<file path="src/i2cram_pkg.sv">
// ----------------------------------------------------------------------------
// i2cram_pkg
// Shared types and codes for the I2C register access master.
// ----------------------------------------------------------------------------
package i2cram_pkg;

	localparam int unsigned RegW   = 16;
	localparam int unsigned CfgIdxW = 1;

	typedef enum logic [1:0] {
		OP_TICK  = 2'd0,
		OP_WRITE = 2'd1,
		OP_READ  = 2'd2,
		OP_RSVD  = 2'd3
	} opcode_t;

	typedef enum logic [1:0] {
		ST_OK        = 2'd0,
		ST_BUS_BUSY  = 2'd1,
		ST_START_ERR = 2'd2,
		ST_ADDR_NACK = 2'd3
	} status_t;

	typedef enum logic [CfgIdxW-1:0] {
		REG_PHASE_TICKS   = 1'b0,
		REG_HOLDOFF_TICKS = 1'b1
	} cfg_idx_t;

	localparam logic [RegW-1:0] PHASE_TICKS_RST   = 16'd30;
	localparam logic [RegW-1:0] HOLDOFF_TICKS_RST = 16'd5000;

	typedef struct packed {
		opcode_t    opcode;
		logic [7:0] dev_addr;
		logic [7:0] reg_addr;
		logic [7:0] wr_data;
		logic       sda_in;
	} item_t;

	typedef struct packed {
		logic       scl_level;
		logic       sda_level;
		logic       busy_res;
		logic       done_res;
		status_t    status;
		logic [7:0] read_data;
	} res_t;

endpackage

</file>
<file path="src/i2cram_seq.sv">
// ----------------------------------------------------------------------------
// i2cram_seq
// Line sequencer: holds the transaction state and config registers, and
// computes the next state and the result for one item in a single pass.
// ----------------------------------------------------------------------------
module i2cram_seq #(
	parameter int unsigned COUNT_WIDTH = 16
) (
	input  logic                                clk,
	input  logic                                arst_n,
	input  logic                                cfg_we,
	input  logic [i2cram_pkg::CfgIdxW-1:0]      cfg_index,
	input  logic [i2cram_pkg::RegW-1:0]         cfg_data,
	input  logic                                step,
	input  i2cram_pkg::item_t                   item,
	output i2cram_pkg::res_t                    res
);
	import i2cram_pkg::*;

	localparam int unsigned LW = (COUNT_WIDTH > RegW) ? COUNT_WIDTH : RegW;
	localparam logic [LW-1:0] CMAX = LW'((64'd1 << COUNT_WIDTH) - 64'd1);

	typedef enum logic [3:0] {
		S_IDLE      = 4'd0,
		S_START     = 4'd1,
		S_SEND_DEV  = 4'd2,
		S_SEND_REG  = 4'd3,
		S_SEND_DATA = 4'd4,
		S_RESTART   = 4'd5,
		S_SEND_DEV1 = 4'd6,
		S_READ      = 4'd7,
		S_NOACK     = 4'd8,
		S_STOP      = 4'd9,
		S_HOLDOFF   = 4'd10,
		S_STOP_NACK = 4'd11
	} stage_t;

	logic [RegW-1:0]        phase_ticks_q, holdoff_ticks_q;
	stage_t                 stage_q, n_stage;
	logic [1:0]             ph_q, n_ph;
	logic [3:0]             bc_q, n_bc;
	logic [7:0]             sb_q, n_sb;
	logic [COUNT_WIDTH-1:0] cnt_q, n_cnt;
	logic [7:0]             dev_q, n_dev, reg_q, n_reg, dat_q, n_dat, lr_q, n_lr;
	logic                   rd_q, n_rd, scl_q, n_scl, sda_q, n_sda;
	logic                   fin, do_go;
	status_t                fin_code;

	logic [LW-1:0]          plim_l, hlim_l;
	logic [COUNT_WIDTH-1:0] plim, hlim, pinc, hinc;
	logic                   pfire, hfire, ack_phase;

	// saturate the tick limits to the counter range
	assign plim_l = (LW'(phase_ticks_q) < CMAX) ? LW'(phase_ticks_q) : CMAX;
	assign hlim_l = (LW'(holdoff_ticks_q) < CMAX) ? LW'(holdoff_ticks_q) : CMAX;
	assign plim   = (plim_l == '0) ? COUNT_WIDTH'(1) : plim_l[COUNT_WIDTH-1:0];
	assign hlim   = hlim_l[COUNT_WIDTH-1:0];
	assign pinc   = (cnt_q < plim) ? cnt_q + COUNT_WIDTH'(1) : cnt_q;
	assign hinc   = (cnt_q < hlim) ? cnt_q + COUNT_WIDTH'(1) : cnt_q;
	assign pfire  = (pinc >= plim);
	assign hfire  = (hinc >= hlim);

	always_comb begin
		n_stage  = stage_q;
		n_ph     = ph_q;
		n_bc     = bc_q;
		n_sb     = sb_q;
		n_cnt    = cnt_q;
		n_dev    = dev_q;
		n_reg    = reg_q;
		n_dat    = dat_q;
		n_rd     = rd_q;
		n_lr     = lr_q;
		n_scl    = scl_q;
		n_sda    = sda_q;
		fin      = 1'b0;
		fin_code = ST_OK;
		do_go    = 1'b0;
		ack_phase = 1'b0;

		if (stage_q == S_IDLE) begin
			if (item.opcode == OP_WRITE || item.opcode == OP_READ) begin
				n_dev   = item.dev_addr;
				n_reg   = item.reg_addr;
				n_dat   = item.wr_data;
				n_rd    = (item.opcode == OP_READ);
				n_bc    = '0;
				n_stage = S_START;
				n_ph    = 2'd0;
				n_cnt   = '0;
				do_go   = 1'b1;
			end
		end else if (stage_q == S_HOLDOFF) begin
			n_cnt = hinc;
			if (hfire) begin
				n_stage = S_IDLE;
				n_cnt   = '0;
				fin     = 1'b1;
			end
		end else begin
			n_cnt = pinc;
			if (pfire) begin
				// every phase end restarts the count; finish paths clear do_go
				n_cnt = '0;
				do_go = 1'b1;
				unique case (stage_q)
					S_START: begin
						if (ph_q == 2'd0) begin
							if (!item.sda_in) begin
								fin = 1'b1;
								fin_code = ST_BUS_BUSY;
							end else n_ph = 2'd1;
						end else if (ph_q == 2'd1) begin
							if (item.sda_in) begin
								fin = 1'b1;
								fin_code = ST_START_ERR;
							end else n_ph = 2'd2;
						end else begin
							n_stage = S_SEND_DEV;
							n_ph    = 2'd0;
							n_sb    = dev_q;
							n_bc    = '0;
						end
					end
					S_RESTART: begin
						// failed line checks just shorten the repeated start
						if (ph_q == 2'd0 && item.sda_in) n_ph = 2'd1;
						else if (ph_q == 2'd1 && !item.sda_in) n_ph = 2'd2;
						else begin
							n_stage = S_SEND_DEV1;
							n_ph    = 2'd0;
							n_sb    = dev_q + 8'd1;
							n_bc    = '0;
						end
					end
					S_SEND_DEV, S_SEND_REG, S_SEND_DATA, S_SEND_DEV1: begin
						if (bc_q < 4'd8) begin
							if (ph_q < 2'd2) n_ph = ph_q + 2'd1;
							else begin
								n_bc = bc_q + 4'd1;
								n_ph = 2'd0;
							end
						end else if (ph_q < 2'd2) n_ph = ph_q + 2'd1;
						else if (ph_q == 2'd2) begin
							n_sb = {7'd0, item.sda_in};
							n_ph = 2'd3;
						end else ack_phase = 1'b1;
					end
					S_READ: begin
						if (ph_q == 2'd0) n_ph = 2'd1;
						else begin
							n_sb = {sb_q[6:0], item.sda_in};
							n_bc = bc_q + 4'd1;
							n_stage = (n_bc >= 4'd8) ? S_NOACK : S_READ;
							n_ph = 2'd0;
						end
					end
					S_NOACK: begin
						if (ph_q < 2'd3) n_ph = ph_q + 2'd1;
						else begin
							n_stage = S_STOP;
							n_ph    = 2'd0;
						end
					end
					S_STOP: begin
						if (ph_q < 2'd3) n_ph = ph_q + 2'd1;
						else if (rd_q) begin
							n_lr = sb_q;
							fin  = 1'b1;
						end else if (holdoff_ticks_q == '0) fin = 1'b1;
						else begin
							n_stage = S_HOLDOFF;
							n_ph    = 2'd0;
						end
					end
					S_STOP_NACK: begin
						if (ph_q < 2'd3) n_ph = ph_q + 2'd1;
						else begin
							fin = 1'b1;
							fin_code = ST_ADDR_NACK;
						end
					end
					default: begin
						n_stage = S_IDLE;
						do_go   = 1'b0;
					end
				endcase

				if (ack_phase) begin
					n_ph = 2'd0;
					unique case (stage_q)
						S_SEND_DEV: begin
							if (sb_q[0]) n_stage = S_STOP_NACK;
							else begin
								n_stage = S_SEND_REG;
								n_sb    = reg_q;
								n_bc    = '0;
							end
						end
						S_SEND_REG: begin
							if (rd_q) n_stage = S_RESTART;
							else begin
								n_stage = S_SEND_DATA;
								n_sb    = dat_q;
								n_bc    = '0;
							end
						end
						S_SEND_DATA: n_stage = S_STOP;
						default: begin
							n_stage = S_READ;
							n_sb    = '0;
							n_bc    = '0;
						end
					endcase
				end

				if (fin) begin
					n_stage = S_IDLE;
					n_ph    = 2'd0;
					do_go   = 1'b0;
					if (fin_code != ST_OK && rd_q) n_lr = '0;
				end
			end
		end

		// line levels for the phase just entered
		if (do_go) begin
			unique case (n_stage)
				S_START, S_RESTART: begin
					if (n_ph == 2'd0) begin
						n_scl = 1'b1;
						n_sda = 1'b1;
					end else n_sda = 1'b0;
				end
				S_SEND_DEV, S_SEND_REG, S_SEND_DATA, S_SEND_DEV1: begin
					if (n_bc < 4'd8) begin
						if (n_ph == 2'd0) n_scl = 1'b0;
						else if (n_ph == 2'd1) begin
							n_sda = n_sb[7];
							n_sb  = {n_sb[6:0], 1'b0};
						end else n_scl = 1'b1;
					end else if (n_ph == 2'd0 || n_ph == 2'd3) n_scl = 1'b0;
					else if (n_ph == 2'd1) n_sda = 1'b1;
					else n_scl = 1'b1;
				end
				S_READ: begin
					if (n_ph == 2'd0) begin
						n_scl = 1'b0;
						n_sda = 1'b1;
					end else n_scl = 1'b1;
				end
				S_NOACK: begin
					if (n_ph == 2'd0 || n_ph == 2'd3) n_scl = 1'b0;
					else if (n_ph == 2'd1) n_sda = 1'b1;
					else n_scl = 1'b1;
				end
				S_STOP, S_STOP_NACK: begin
					if (n_ph == 2'd0) n_scl = 1'b0;
					else if (n_ph == 2'd1) n_sda = 1'b0;
					else if (n_ph == 2'd2) n_scl = 1'b1;
					else n_sda = 1'b1;
				end
				default: ;
			endcase
		end
	end

	always_ff @(posedge clk or negedge arst_n) begin
		if (!arst_n) begin
			phase_ticks_q   <= PHASE_TICKS_RST;
			holdoff_ticks_q <= HOLDOFF_TICKS_RST;
			stage_q <= S_IDLE;
			ph_q    <= '0;
			bc_q    <= '0;
			sb_q    <= '0;
			cnt_q   <= '0;
			dev_q   <= '0;
			reg_q   <= '0;
			dat_q   <= '0;
			rd_q    <= 1'b0;
			lr_q    <= '0;
			scl_q   <= 1'b1;
			sda_q   <= 1'b1;
		end else begin
			if (cfg_we) begin
				unique case (cfg_idx_t'(cfg_index))
					REG_PHASE_TICKS:   phase_ticks_q   <= cfg_data;
					REG_HOLDOFF_TICKS: holdoff_ticks_q <= cfg_data;
					default: ;
				endcase
			end
			if (step) begin
				stage_q <= n_stage;
				ph_q    <= n_ph;
				bc_q    <= n_bc;
				sb_q    <= n_sb;
				cnt_q   <= n_cnt;
				dev_q   <= n_dev;
				reg_q   <= n_reg;
				dat_q   <= n_dat;
				rd_q    <= n_rd;
				lr_q    <= n_lr;
				scl_q   <= n_scl;
				sda_q   <= n_sda;
			end
		end
	end

	assign res.scl_level = n_scl;
	assign res.sda_level = n_sda;
	assign res.busy_res  = (n_stage != S_IDLE);
	assign res.done_res  = fin;
	assign res.status    = fin ? fin_code : ST_OK;
	assign res.read_data = n_lr;

	a_done_to_idle: assert property (@(posedge clk) disable iff (!arst_n)
		step && fin |=> stage_q == S_IDLE)
		else $error("finished item did not return to idle");

	a_cmd_starts: assert property (@(posedge clk) disable iff (!arst_n)
		step && stage_q == S_IDLE && (item.opcode == OP_WRITE || item.opcode == OP_READ)
		|=> stage_q == S_START && ph_q == 2'd0)
		else $error("command in idle did not start a transaction");

	a_hold_when_stalled: assert property (@(posedge clk) disable iff (!arst_n)
		!step |=> $stable(stage_q) && $stable(ph_q) && $stable(cnt_q))
		else $error("sequencer moved without an item");

	a_bit_count_range: assert property (@(posedge clk) disable iff (!arst_n)
		bc_q <= 4'd8)
		else $error("bit count out of range");

endmodule

</file>
<file path="src/i2c_register_access_master.sv">
// ----------------------------------------------------------------------------
// i2c_register_access_master
// I2C master for single-register writes and reads, driven by tick items.
// ----------------------------------------------------------------------------
// Usage:
//   s_* carries one item per handshake: a tick (opcode 0) or, while idle, a
//   write or read command with device address, register address and data.
//   Each item also carries the sampled SDA level. Every item yields exactly
//   one result on m_*: SCL/SDA drive levels, busy, a done pulse with status,
//   and the last byte read.
//   Path: an accepted item waits in the input register; its result is
//   registered in the result register as the sequencer steps.
//   Throughput: one item per cycle unless m_tready stalls; each step is a
//   single pass through the state update logic between the two registers.
//   Stalls: when m_tready is low the result register holds and s_tready
//   drops once the input register is also full; no item is lost.
//   Reset: lines released high, sequencer idle, phase_ticks 30,
//   holdoff_ticks 5000. Config writes (cfg_we) take effect at once and are
//   meant for idle periods only.
// ----------------------------------------------------------------------------
module i2c_register_access_master #(
	parameter int unsigned COUNT_WIDTH = 16
) (
	input  logic                            clk,
	input  logic                            arst_n,
	input  logic                            cfg_we,
	input  logic [i2cram_pkg::CfgIdxW-1:0]  cfg_index,
	input  logic [i2cram_pkg::RegW-1:0]     cfg_data,
	input  logic                            s_tvalid,
	output logic                            s_tready,
	// dev_addr[7:0], reg_addr[15:8], wr_data[23:16], sda_in[24]
	input  logic [31:0]                     s_tdata,
	// opcode[1:0]
	input  logic [1:0]                      s_tuser,
	output logic                            m_tvalid,
	input  logic                            m_tready,
	// scl_level[0], sda_level[1], busy_res[2], done_res[3], status[5:4],
	// read_data[13:6]
	output logic [15:0]                     m_tdata
);
	import i2cram_pkg::*;

	logic  valid_s1, valid_s2, step;
	item_t item_s1;
	res_t  res_c, res_s2;

	assign step     = valid_s1 && (!valid_s2 || m_tready);
	assign s_tready = !valid_s1 || step;

	always_ff @(posedge clk or negedge arst_n) begin
		if (!arst_n) begin
			valid_s1 <= 1'b0;
			valid_s2 <= 1'b0;
		end else begin
			if (s_tready) valid_s1 <= s_tvalid;
			if (!valid_s2 || m_tready) valid_s2 <= valid_s1;
		end
	end

	always_ff @(posedge clk) begin
		if (s_tvalid && s_tready) begin
			item_s1.opcode   <= opcode_t'(s_tuser);
			item_s1.dev_addr <= s_tdata[7:0];
			item_s1.reg_addr <= s_tdata[15:8];
			item_s1.wr_data  <= s_tdata[23:16];
			item_s1.sda_in   <= s_tdata[24];
		end
		if (step) res_s2 <= res_c;
	end

	i2cram_seq #(
		.COUNT_WIDTH(COUNT_WIDTH)
	) u_seq (
		.clk       (clk),
		.arst_n    (arst_n),
		.cfg_we    (cfg_we),
		.cfg_index (cfg_index),
		.cfg_data  (cfg_data),
		.step      (step),
		.item      (item_s1),
		.res       (res_c)
	);

	assign m_tvalid = valid_s2;
	assign m_tdata  = {2'b00, res_s2.read_data, res_s2.status, res_s2.done_res,
		res_s2.busy_res, res_s2.sda_level, res_s2.scl_level};

endmodule
</file>
<file path="config.mk">
export PLATFORM = sky130hd
export DESIGN_NAME = i2c_register_access_master
export DESIGN_NICKNAME = d
export VERILOG_FILES = /design/src/i2cram_pkg.sv /design/src/i2cram_seq.sv /design/src/i2c_register_access_master.sv
export SDC_FILE = /design/constraint.sdc
export NUM_CORES = 1
export LEC_CHECK = 0
export BUFFER_PORTS_ARGS = -buffer_cell sky130_fd_sc_hd__buf_2
export CORE_ASPECT_RATIO = 0.5
export CORE_MARGIN = 2
export CORE_UTILIZATION = 40
export DETAILED_ROUTE_END_ITERATION = 6
export REMOVE_ABC_BUFFERS = 1
export SLEW_MARGIN = 20
export SYNTH_ARGS = -nofsm -noshare
export SYNTH_HDL_FRONTEND = slang
export SYNTH_SLANG_ARGS = --single-unit
export TNS_END_PERCENT = 100
</file>
<file path="constraint.sdc">
create_clock -name clk -period 8.2 [get_ports clk]
set_input_delay 1.23 -clock clk [delete_from_list [all_inputs] [get_ports clk]]
set_output_delay 1.23 -clock clk [all_outputs]
set_load 0.02 [all_outputs]
</file>
Yosys cells after proc, flatten, opt, wreduce, memory -nomap -nowiden
Cells that the tools add are included.
- flip-flop bits (word level): 144
- input port bits: 56
- logic and storage cells: 264
- add/sub/neg operators: 4
- magnitude comparators: 11
- eq/ne operators: 29
- muxes and demuxes: 160
- bitwise gates (word level): 3
- reductions and logical operators: 30
- operators with widths (kind ; number):
    two-way mux 8 bit ; 27
    two-way mux 16 bit ; 10
    two-way mux 4 bit ; 32
    two-way mux 2 bit ; 28
    two-way mux 1 bit ; 52
    equality test 4 x 3 -> 1 bit, second input constant ; 8
    greater-or-equal comparator 16 bit ; 2
    zero test 16 bit ; 2
    < comparator 16 bit ; 2
    < comparator 16 bit, second input constant ; 2
    one-hot mux 8 bit (4 select lines) ; 1
    equality test 4 bit, second input constant ; 7
    one-hot mux 4 bit (3 select lines) ; 2
    one-hot mux 4 bit (6 select lines) ; 1
    one-hot mux 8 bit (3 select lines) ; 1
    adder 16 x 1 -> 16 bit, second input constant ; 1
    equality test 4 x 2 -> 1 bit, second input constant ; 4
    one-hot mux 4 bit (4 select lines) ; 1
    one-hot mux 2 bit (7 select lines) ; 1
    OR reduction 4 bit ; 3
    one-hot mux 1 bit (5 select lines) ; 2
    OR reduction 10 bit ; 1
    adder 8 x 1 -> 8 bit, second input constant ; 1
    equality test 2 bit, second input constant ; 4
    22 further kinds ; 42

Depth between registers and ports, before layout
Gate-level depths: netlist of run 1.
- depth in word-level cells: 21
- depth in mapped cells: 25
- gate-level depth less buffers: 24

By module
From an unflattened synthesis of run 1, not the netlist that was laid out.
- cells, all modules: 998
- area total of the unflattened synthesis: 9708.1 um2
- by module, submodules not included (module ; times used ; cells an instance ; area an instance (um2) ; sequential area each (um2)):
    i2cram_seq ; 1 ; 946 ; 8354.3 ; 2541.2
    i2c_register_access_master ; 1 ; 52 ; 1353.8 ; 1281.2

Worst setup path before layout of run 1
No wires, ideal clock.
- path type: reg-to-reg
- start: register u_seq.phase_ticks_q[6]
- end: register res_s2, in the netlist m_tdata[1] (data pin)
- arrival time: 4871 ps
- slack: 3069 ps
- stages on the path, launching flop included: 25
- path buffers: 1
- clock period less this slack: 5131 ps
- cells stage by stage: dfrtp_1 -> inv_1 -> ha_1 -> a21o_1 -> a211o_1 -> nor3_1 -> a21oi_1 -> a21oi_1 -> clkbuf_1 -> nand4_1 -> xnor2_1 -> ha_1 -> o21ai_0 -> o21bai_1 -> nand4b_1 -> o211ai_2 -> a21oi_1 -> o22ai_1 -> inv_1 -> ha_1 -> a2111oi_0 -> o21ai_0 -> o21ai_0 -> o211ai_1 -> mux2_2
- RTL lines (what ; line ; source):
    start: declaration ; i2cram_seq.sv:38 ; logic [RegW-1:0] phase_ticks_q, holdoff_ticks_q;
    start signal: assignment ; i2cram_seq.sv:287 ; REG_PHASE_TICKS: phase_ticks_q <= cfg_data;
    end signal: assignment ; i2c_register_access_master.sv:68 ; if (step) res_s2 <= res_c;
    end: declaration ; i2c_register_access_master.sv:45 ; res_t res_c, res_s2;

==> metrics.md, run 1 <==
| Metric | Value |
|---|---|
| Status | finished, final reports clean |
| Grt peak-use layer | met2 |
| CTS tree | done |
| Fillers | 2310 |
| Slew headroom | 33.7% |
| Syn. warnings | 0 |
| Final setup viols | 0 |
| Row count | 40 |
| Max-cap viol count | 0 |
| Top delay family on crit path | compound AO/OA/AOI/OAI gates |
| Placed cell count | between 1000 and 1500 |
| Port Buffers | 64 |
| Die Y | 114 um |
| CP Cell Sequence | ha_1 > a21o_1 > a211o_1 > nor3_1 > a21oi_1 > a21oi_1 > buf_4 > nand2_1 > xnor2_1 > ha_1 > a211oi_1 > o21bai_1 > nand4b_1 > o211ai_2 > a21oi_1 > o22ai_1 > inv_1 > ha_1 > a2111oi_0 > o21ai_0 > o21ai_0 > o211ai_1 > mux2_2 |
| Area grow syn2layout | 11.2% |
| Critical path endpoint category | register |
| Root Buffer | clkbuf_16 |
| Fraction of layout cells with a size suffix above 1 | 17.2% |
| GRT Total Usage | 20.8% |
| Most frequent cells in the layout | 121 x nand2_1, 92 x dfrtp_1, 74 x ha_1 |
| Post-route cell area | between 10000 and 15000 um^2 |
| Core Region | 23800 um^2 |
| Yosys cell types | 81 |
| First-pass GRT wire length | ~42 mm |
| Final core utilization | 45.0% |
| Final slew viol count | 0 |
| Gpl congestion | 0.926 |
| Synth Register Bits | 144 |
| CTS max path bufs | 2 |
| Slowest Stage Delay on Critical Path | 0.55 ns |
| Clock skew | 0.0130 ns |
| Dpl ws | 2.25 ns |
| Starting Density | 40.5% |
| Register area share after synthesis | a little under 40% |
| Met2 Use GR | 33.6% |
| Final min period | 6.02 ns |
| Residual DRC | 0 |
| Routed WL per cell | between 15 and 20 um |
| Critical path type | register to register |
| Met1 Use GR | between 20% and 30% |
| CTS hold repair buffers | 0 |
| Worst path bufs/invs | 2 |
| Initial antenna violation count | 0 |
| Vias in the first global route | ~7900 |
| Clk sinks | roughly 140 |
| Cell count after synthesis | 1016 |
| H-tree levels | 4 |
| Achievable frequency | 166 MHz |
| Inserted Clock Buffers | 17 |
| Final period utilization | 73.5% |
| PwrDens | 213 nW/um^2 |
| DRT Pass-1 Iters | 5 |
| Critical Path Start Type | register |
| Worst-path fanout max | 16 |
| Final setup TNS | 0 ns |
| Total wire length | 24.7 mm |
| Boundary Pins | 74 |
| Syn_area_per_cell | 9.50 um^2 |
| Die width | 224 um |
| Non-filler cells, final | 1378 |
| Iter 0 DRT Violations | 716 |
| Dpl cell area | just over 10000 um^2 |
| Clk Latency, worst-skew pair | 0.45 ns |
| Largest net degree at the start of global routing | 63 |
| Top FF cell, synth | dfrtp_1 |
| Synth async-reset ratio | a little under three quarters |
| Clock transition at path regs | 0.06 ns |
| Met3 GRT Util | 4.25% |
| Peak supply drop | between 0.1 and 0.15 mV |
| Nets | 1180 |
| RSZ-0062 raised after global routing | false |
| Total overflow reported by the global router | 0 |
| Antenna cells | 0 |
| Fin. Hold Viols | 0 |
| Post-synth EDFFs | approximately 40 |
| Lkg Pwr | 4.81 nW |
| Mapped cell area | just under 10000 um^2 |
| Post-DP HPWL | 18.0 mm |
| Hold WC Path Type | register to register |
| PostCTS Resize Cnt | 0 |
| Slowest cell on crit path | dfrtp_1 |
| Vias/cell | 5.70 |
| Final ANT Viol Nets | 0 |
| Full die area | 25500 um^2 |
| Slew @ Worst Pin | just under 1 ns |
| Post-CTS setup buffers | 0 |
| CP arrival | 6.22 ns |
| Most common cell after layout, fill and taps aside | nand2_1 |
| Post-route setup slack | approximately 2.2 ns |
| Vias | 7858 |
| Critical Path RT | 8.40 ns |
## cells by family after synthesis
logic type                 Yosys count  share of synthesized area, %
and+or+nand+nor                    333                          17.1
AOI/OAI and AO/OA                  257                          18.5
DFF                                144                          39.6
buffers and inverters              110                          4.78
adders and majority gates           74                          9.59
muxes                               62                          7.14
xor gates and xnor gates            35                          3.18
other                                1                        0.0389
## worst reg2reg max path: stages, from the launching register on
cell       delay (ns)
dfrtp_1          0.55
ha_1             0.32
a21o_1           0.18
a211o_1          0.31
nor3_1           0.18
a21oi_1          0.15
a21oi_1          0.14
buf_4            0.24
nand2_1          0.09
xnor2_1          0.27
ha_1             0.30
a211oi_1         0.23
o21bai_1         0.12
nand4b_1         0.33
o211ai_2         0.50
a21oi_1          0.14
o22ai_1          0.40
inv_1            0.09
ha_1             0.27
a2111oi_0        0.37
o21ai_0          0.12
o21ai_0          0.09
o211ai_1         0.11
mux2_2           0.27
## where the power goes
group | switching [W] | internal (W) | leakage [nW]
clock | 0.000328 | 0.000422 | 0.272
sequential | 0.000124 | 0.000868 | 1.69
combinational | 0.000296 | 0.000245 | 2.84
total | 0.000748 | 0.00154 | 4.81
## Yosys cell counts, types with 12 or more instances
library cell  number  area (um^2)
mux2_2            53          597
xnor2_1           18          158
a21o_1            19          143
dfrtp_1           92         2300
clkbuf_1          36          135
buf_2             12         60.1
xor2_1            17          149
nor2_1            58          218
nand4_1           13         81.3
a21oi_1           41          205
inv_1             49          184
nand3_1           36          180
nand2_1          122          458
and3_1            14         87.6
o211ai_1          19          143
o21ai_0           53          265
edfxtp_1          41         1230
nand2b_1          17          106
or4_1             12         90.1
ha_1              74          926
## worst paths after layout
check / from / endpoint / depth (start not counted) / slack, ns
setup / recovery: u_seq.cnt_q[6] / m_tdata[1] / 23 / 2.18
hold / removal: u_seq.lr_q[5] / u_seq.lr_q[5] / 2 / 0.47
setup reg to reg: u_seq.cnt_q[6] / m_tdata[1] / 23 / 2.18
hold reg to reg: u_seq.lr_q[5] / u_seq.lr_q[5] / 2 / 0.47
max in group asynchronous: arst_n / u_seq.phase_ticks_q[13] / 2 / 6.15
min in group asynchronous: arst_n / u_seq.reg_q[2] / 1 / 0.77
## area by class of cell
type | instances | area [um^2] | share of cell area (%)
Sequential cell | 144 | 3820 | 35.6
Clock inverter | 13 | 128 | 1.19
Multi-Input combinational cell | 763 | 5380 | 50.1
Clock buffer | 19 | 433 | 4.03
Tap cell | 315 | 394 | 3.67
Timing Repair Buffer | 72 | 383 | 3.57
Inverter | 52 | 195 | 1.82
## registers in the layout, summed over array words and instances (netlist names)
| register | flops |
|---|---|
| valid_s1 | 1 |
| u_seq.rd_q | 1 |
| u_seq.dev_q | 8 |
| u_seq.bc_q | 4 |
| u_seq.holdoff_ticks_q | 16 |
| u_seq.lr_q | 8 |
| u_seq.dat_q | 8 |
| u_seq.sda_q | 1 |
| u_seq.ph_q | 2 |
| u_seq.scl_q | 1 |
| u_seq.stage_q | 4 |
| m_tvalid | 1 |
| u_seq.cnt_q | 16 |
| u_seq.reg_q | 8 |
| m_tdata | 14 |
| item_s1 | 27 |
| u_seq.phase_ticks_q | 16 |
| u_seq.sb_q | 8 |
## metal layers
| metal | up-vias | share of wire (%) |
|---|---|---|
| met2 | 193 | 45 |
| li1 | 3802 | - |
| met5 | - | 0 |
| met3 | 30 | 4.9 |
| met4 | 0 | 1.9 |
| met1 | 3833 | 48 |
## per-stage QoR
stage	hold slack [ns]	power (W)
final	0.474	0.00228
after global routing	0.487	0.00243
after CTS	0.478	0.00231
after detailed placement	0.464	0.00154
after global placement	0.459	0.00152
after floorplan	0.447	0.00136
(Power assumes the default switching activity.)
==> run 2: changes to the inputs <==
clock period = 5.3 ns   (was 8.2 ns; I/O delays follow)
==> run 2 against run 1 <==
Compared with the run above:
- clock skew down 0.0010 ns
- cell area up 8.3%
- sequential cell count unchanged
==> metrics.md, run 2 (same netlist as run 1, synthesis figures left out) <==
| Metric | Value |
|---|---|
| Final ANT Viol Nets | 0 (unchanged) |
| Routed WL per cell | 18.2 um (was 17.9 um) |
| Core Region | 23800 um^2 (unchanged) |
| Area grow syn2layout | 20.4% (was 11.2%) |
| GRT Total Usage | 21.3% (was 20.8%) |
| Slowest Stage Delay on Critical Path | 0.40 ns (was 0.55 ns) |
| Fraction of layout cells with a size suffix above 1 | 26.1% (was 17.2%) |
| CTS max path bufs | 2 (unchanged) |
| Max-cap viol count | 0 (unchanged) |
| Critical Path RT | 5.50 ns (was 8.40 ns) |
| Iter 0 DRT Violations | 728 (was 716) |
| RSZ-0062 raised after global routing | true (was false) |
| Most frequent cells in the layout | 119 x nand2_1, 92 x dfrtp_1, 80 x buf_4 (was 121 x nand2_1, 92 x dfrtp_1, 74 x ha_1) |
| Final setup viols | 0 (unchanged) |
| Critical path type | register to register (unchanged) |
| Dpl cell area | 10700 um^2 (was 10200 um^2) |
| H-tree levels | 4 (unchanged) |
| Post-route cell area | 11600 um^2 (was 10700 um^2) |
| Total overflow reported by the global router | 0 (unchanged) |
| Top reg by flops | item_s1 (unchanged) |
| Achievable frequency | 193 MHz (was 166 MHz) |
| Boundary Pins | 74 (unchanged) |
| Final core utilization | 48.8% (was 45.0%) |
| CP arrival | 5.38 ns (was 6.22 ns) |
| Gpl congestion | 0.913 (was 0.926) |
| Root Buffer | clkbuf_16 (unchanged) |
| Port Buffers | 64 (unchanged) |
| Slew @ Worst Pin | 1.02 ns (was 0.995 ns) |
| Clk Latency, worst-skew pair | 0.45 ns (about the same) |
| Sw power | 0.00122 W (was 0.000748 W) |
| Hold WC Path Type | input pin to async pin (was register to register) |
| Antenna cells | 0 (unchanged) |
| Nets | 1260 (was 1180) |
| Largest net degree at the start of global routing | 65 (was 63) |
| Slowest cell on crit path | dfrtp_1 (unchanged) |
| Critical path endpoint category | register (unchanged) |
| Slew headroom | 31.9% (was 33.7%) |
| Full die area | 25500 um^2 (unchanged) |
| Post-DP HPWL | 19.3 mm (was 18.0 mm) |
| Dpl ws | -0.0637 ns (was 2.25 ns) |
| Starting Density | 40.5% (unchanged) |
| Sequential Power Share | 40.9% (was 43.5%) |
| Total wire length | 26.6 mm (was 24.7 mm) |
| Comb power frac | 25.8% (was 23.7%) |
| Row count | 40 (unchanged) |
| Vias in the first global route | 8116 (was 7935) |
| Switching portion of total power | 32.8% (about the same) |
| Vias/cell | 5.73 (was 5.70) |
| Lkg Pwr | 5.28 nW (was 4.81 nW) |
| Die Y | 114 um (unchanged) |
| CTS tree | done (unchanged) |
| Worst path bufs/invs | 6 (was 2) |
| Clock transition at path regs | 0.07 ns (was 0.06 ns) |
| Fin. Hold Viols | 0 (unchanged) |
| Final min period | 5.19 ns (was 6.02 ns) |
| Residual DRC | 0 (unchanged) |
| Post-route setup slack | 0.114 ns (was 2.18 ns) |
| Clk sinks | 144 (unchanged) |
| Die width | 224 um (unchanged) |
| Initial antenna violation count | 0 (unchanged) |
| Most common cell after layout, fill and taps aside | nand2_1 (unchanged) |
| Peak supply drop | 0.226 mV (was 0.131 mV) |
| First-pass GRT wire length | 42.1 mm (was 41.6 mm) |
| Max reg flops | 27 (unchanged) |
| Internal | 0.00250 W (was 0.00154 W) |
| Final slew viol count | 0 (unchanged) |
| Clock power share | 33.3% (was 32.8%) |
| DRT Pass-1 Iters | 6 (was 5) |
| Top delay family on crit path | compound AO/OA/AOI/OAI gates (unchanged) |
| Vias | 8357 (was 7858) |
| CTS hold repair buffers | 0 (unchanged) |
| Worst-path fanout max | 5 (was 16) |
| Status | finished, final reports clean (unchanged) |
| Critical Path Start Type | register (unchanged) |
| Final period utilization | 97.8% (was 73.5%) |
| PwrDens | 320 nW/um^2 (was 213 nW/um^2) |
| Clock skew | 0.0120 ns (was 0.0130 ns) |
| Inserted Clock Buffers | 17 (unchanged) |
## run 2: cell types whose count changed in the layout (fill, tap and decap cells not counted), moves of 3 or more
cell / before / now
buf_4: 9 / 80
o21ai_0: 53 / 48
inv_1: 49 / 46
o22ai_1: 7 / 4
a211oi_1: 8 / 5
a21oi_2: 0 / 5
buf_6: 0 / 7
ha_1: 74 / 71
a21oi_1: 41 / 36
## run 2: final cells by class
cell class | instances | area, um^2
inverter | 52 | 198
sequential | 144 | 3820
multi-input combinational | 763 | 5590
fill | 2241 | 12200
tap | 315 | 394
timing repair buffer | 152 | 1020
clock buffer | 19 | 443
clock inverter | 13 | 151
## run 2: metrics by stage
stage	hold slack (ns)	total power [W]	setup TNS (ns)	std cells
after floorplan	0.447	0.00210	-0.198	959
final	0.422	0.00372	0	1458
after global placement	0.459	0.00241	-0.00311	1416
after global routing	0.488	0.00392	-0.207	1458
after detailed placement	0.465	0.00244	-0.144	1416
after CTS	0.468	0.00370	0	1449
## run 2: path summary, 6_finish.rpt
check,endpoint,slack [ns],cells past startpoint,from
min in group clk,u_seq.lr_q[5],0.47,2,u_seq.lr_q[5]
hold reg to reg,u_seq.lr_q[5],0.47,2,u_seq.lr_q[5]
hold / removal,u_seq.reg_q[1],0.42,1,arst_n
max in group asynchronous,u_seq.sda_q,3.80,2,arst_n
setup reg to reg,m_tdata[1],0.11,27,u_seq.cnt_q[6]
setup / recovery,m_tdata[1],0.11,27,u_seq.cnt_q[6]
## run 2: layer usage
metal / vias to the layer above / track usage, % / routed length [um]
li1: 3974 / - / -
met5: - / 0 / 0
met4: 0 / 7.20 / 464
met3: 35 / 3.97 / 1290
met2: 238 / 34.5 / 12300
met1: 4110 / 28.8 / 12600
## run 2: what timing repair did
action,4_1_cts,5_1_grt
setup buffers,1,11
pin swaps,1,28
cloned,0,1
resized for setup,2,57
setup endpoints to repair,7,26
endpoints found under the hold margin,0,0
## run 2: power groups by stage
stage | Combinational, W | Sequential, W | Clock, W
5_1_grt | 0.00106 | 0.00154 | 0.00131
3_3_place_gp | 0.000879 | 0.00153 | 0
2_1_floorplan | 0.000600 | 0.00150 | 0
3_5_place_dp | 0.000907 | 0.00154 | 0
6_report | 0.000960 | 0.00152 | 0.00124
4_1_cts | 0.000911 | 0.00152 | 0.00127
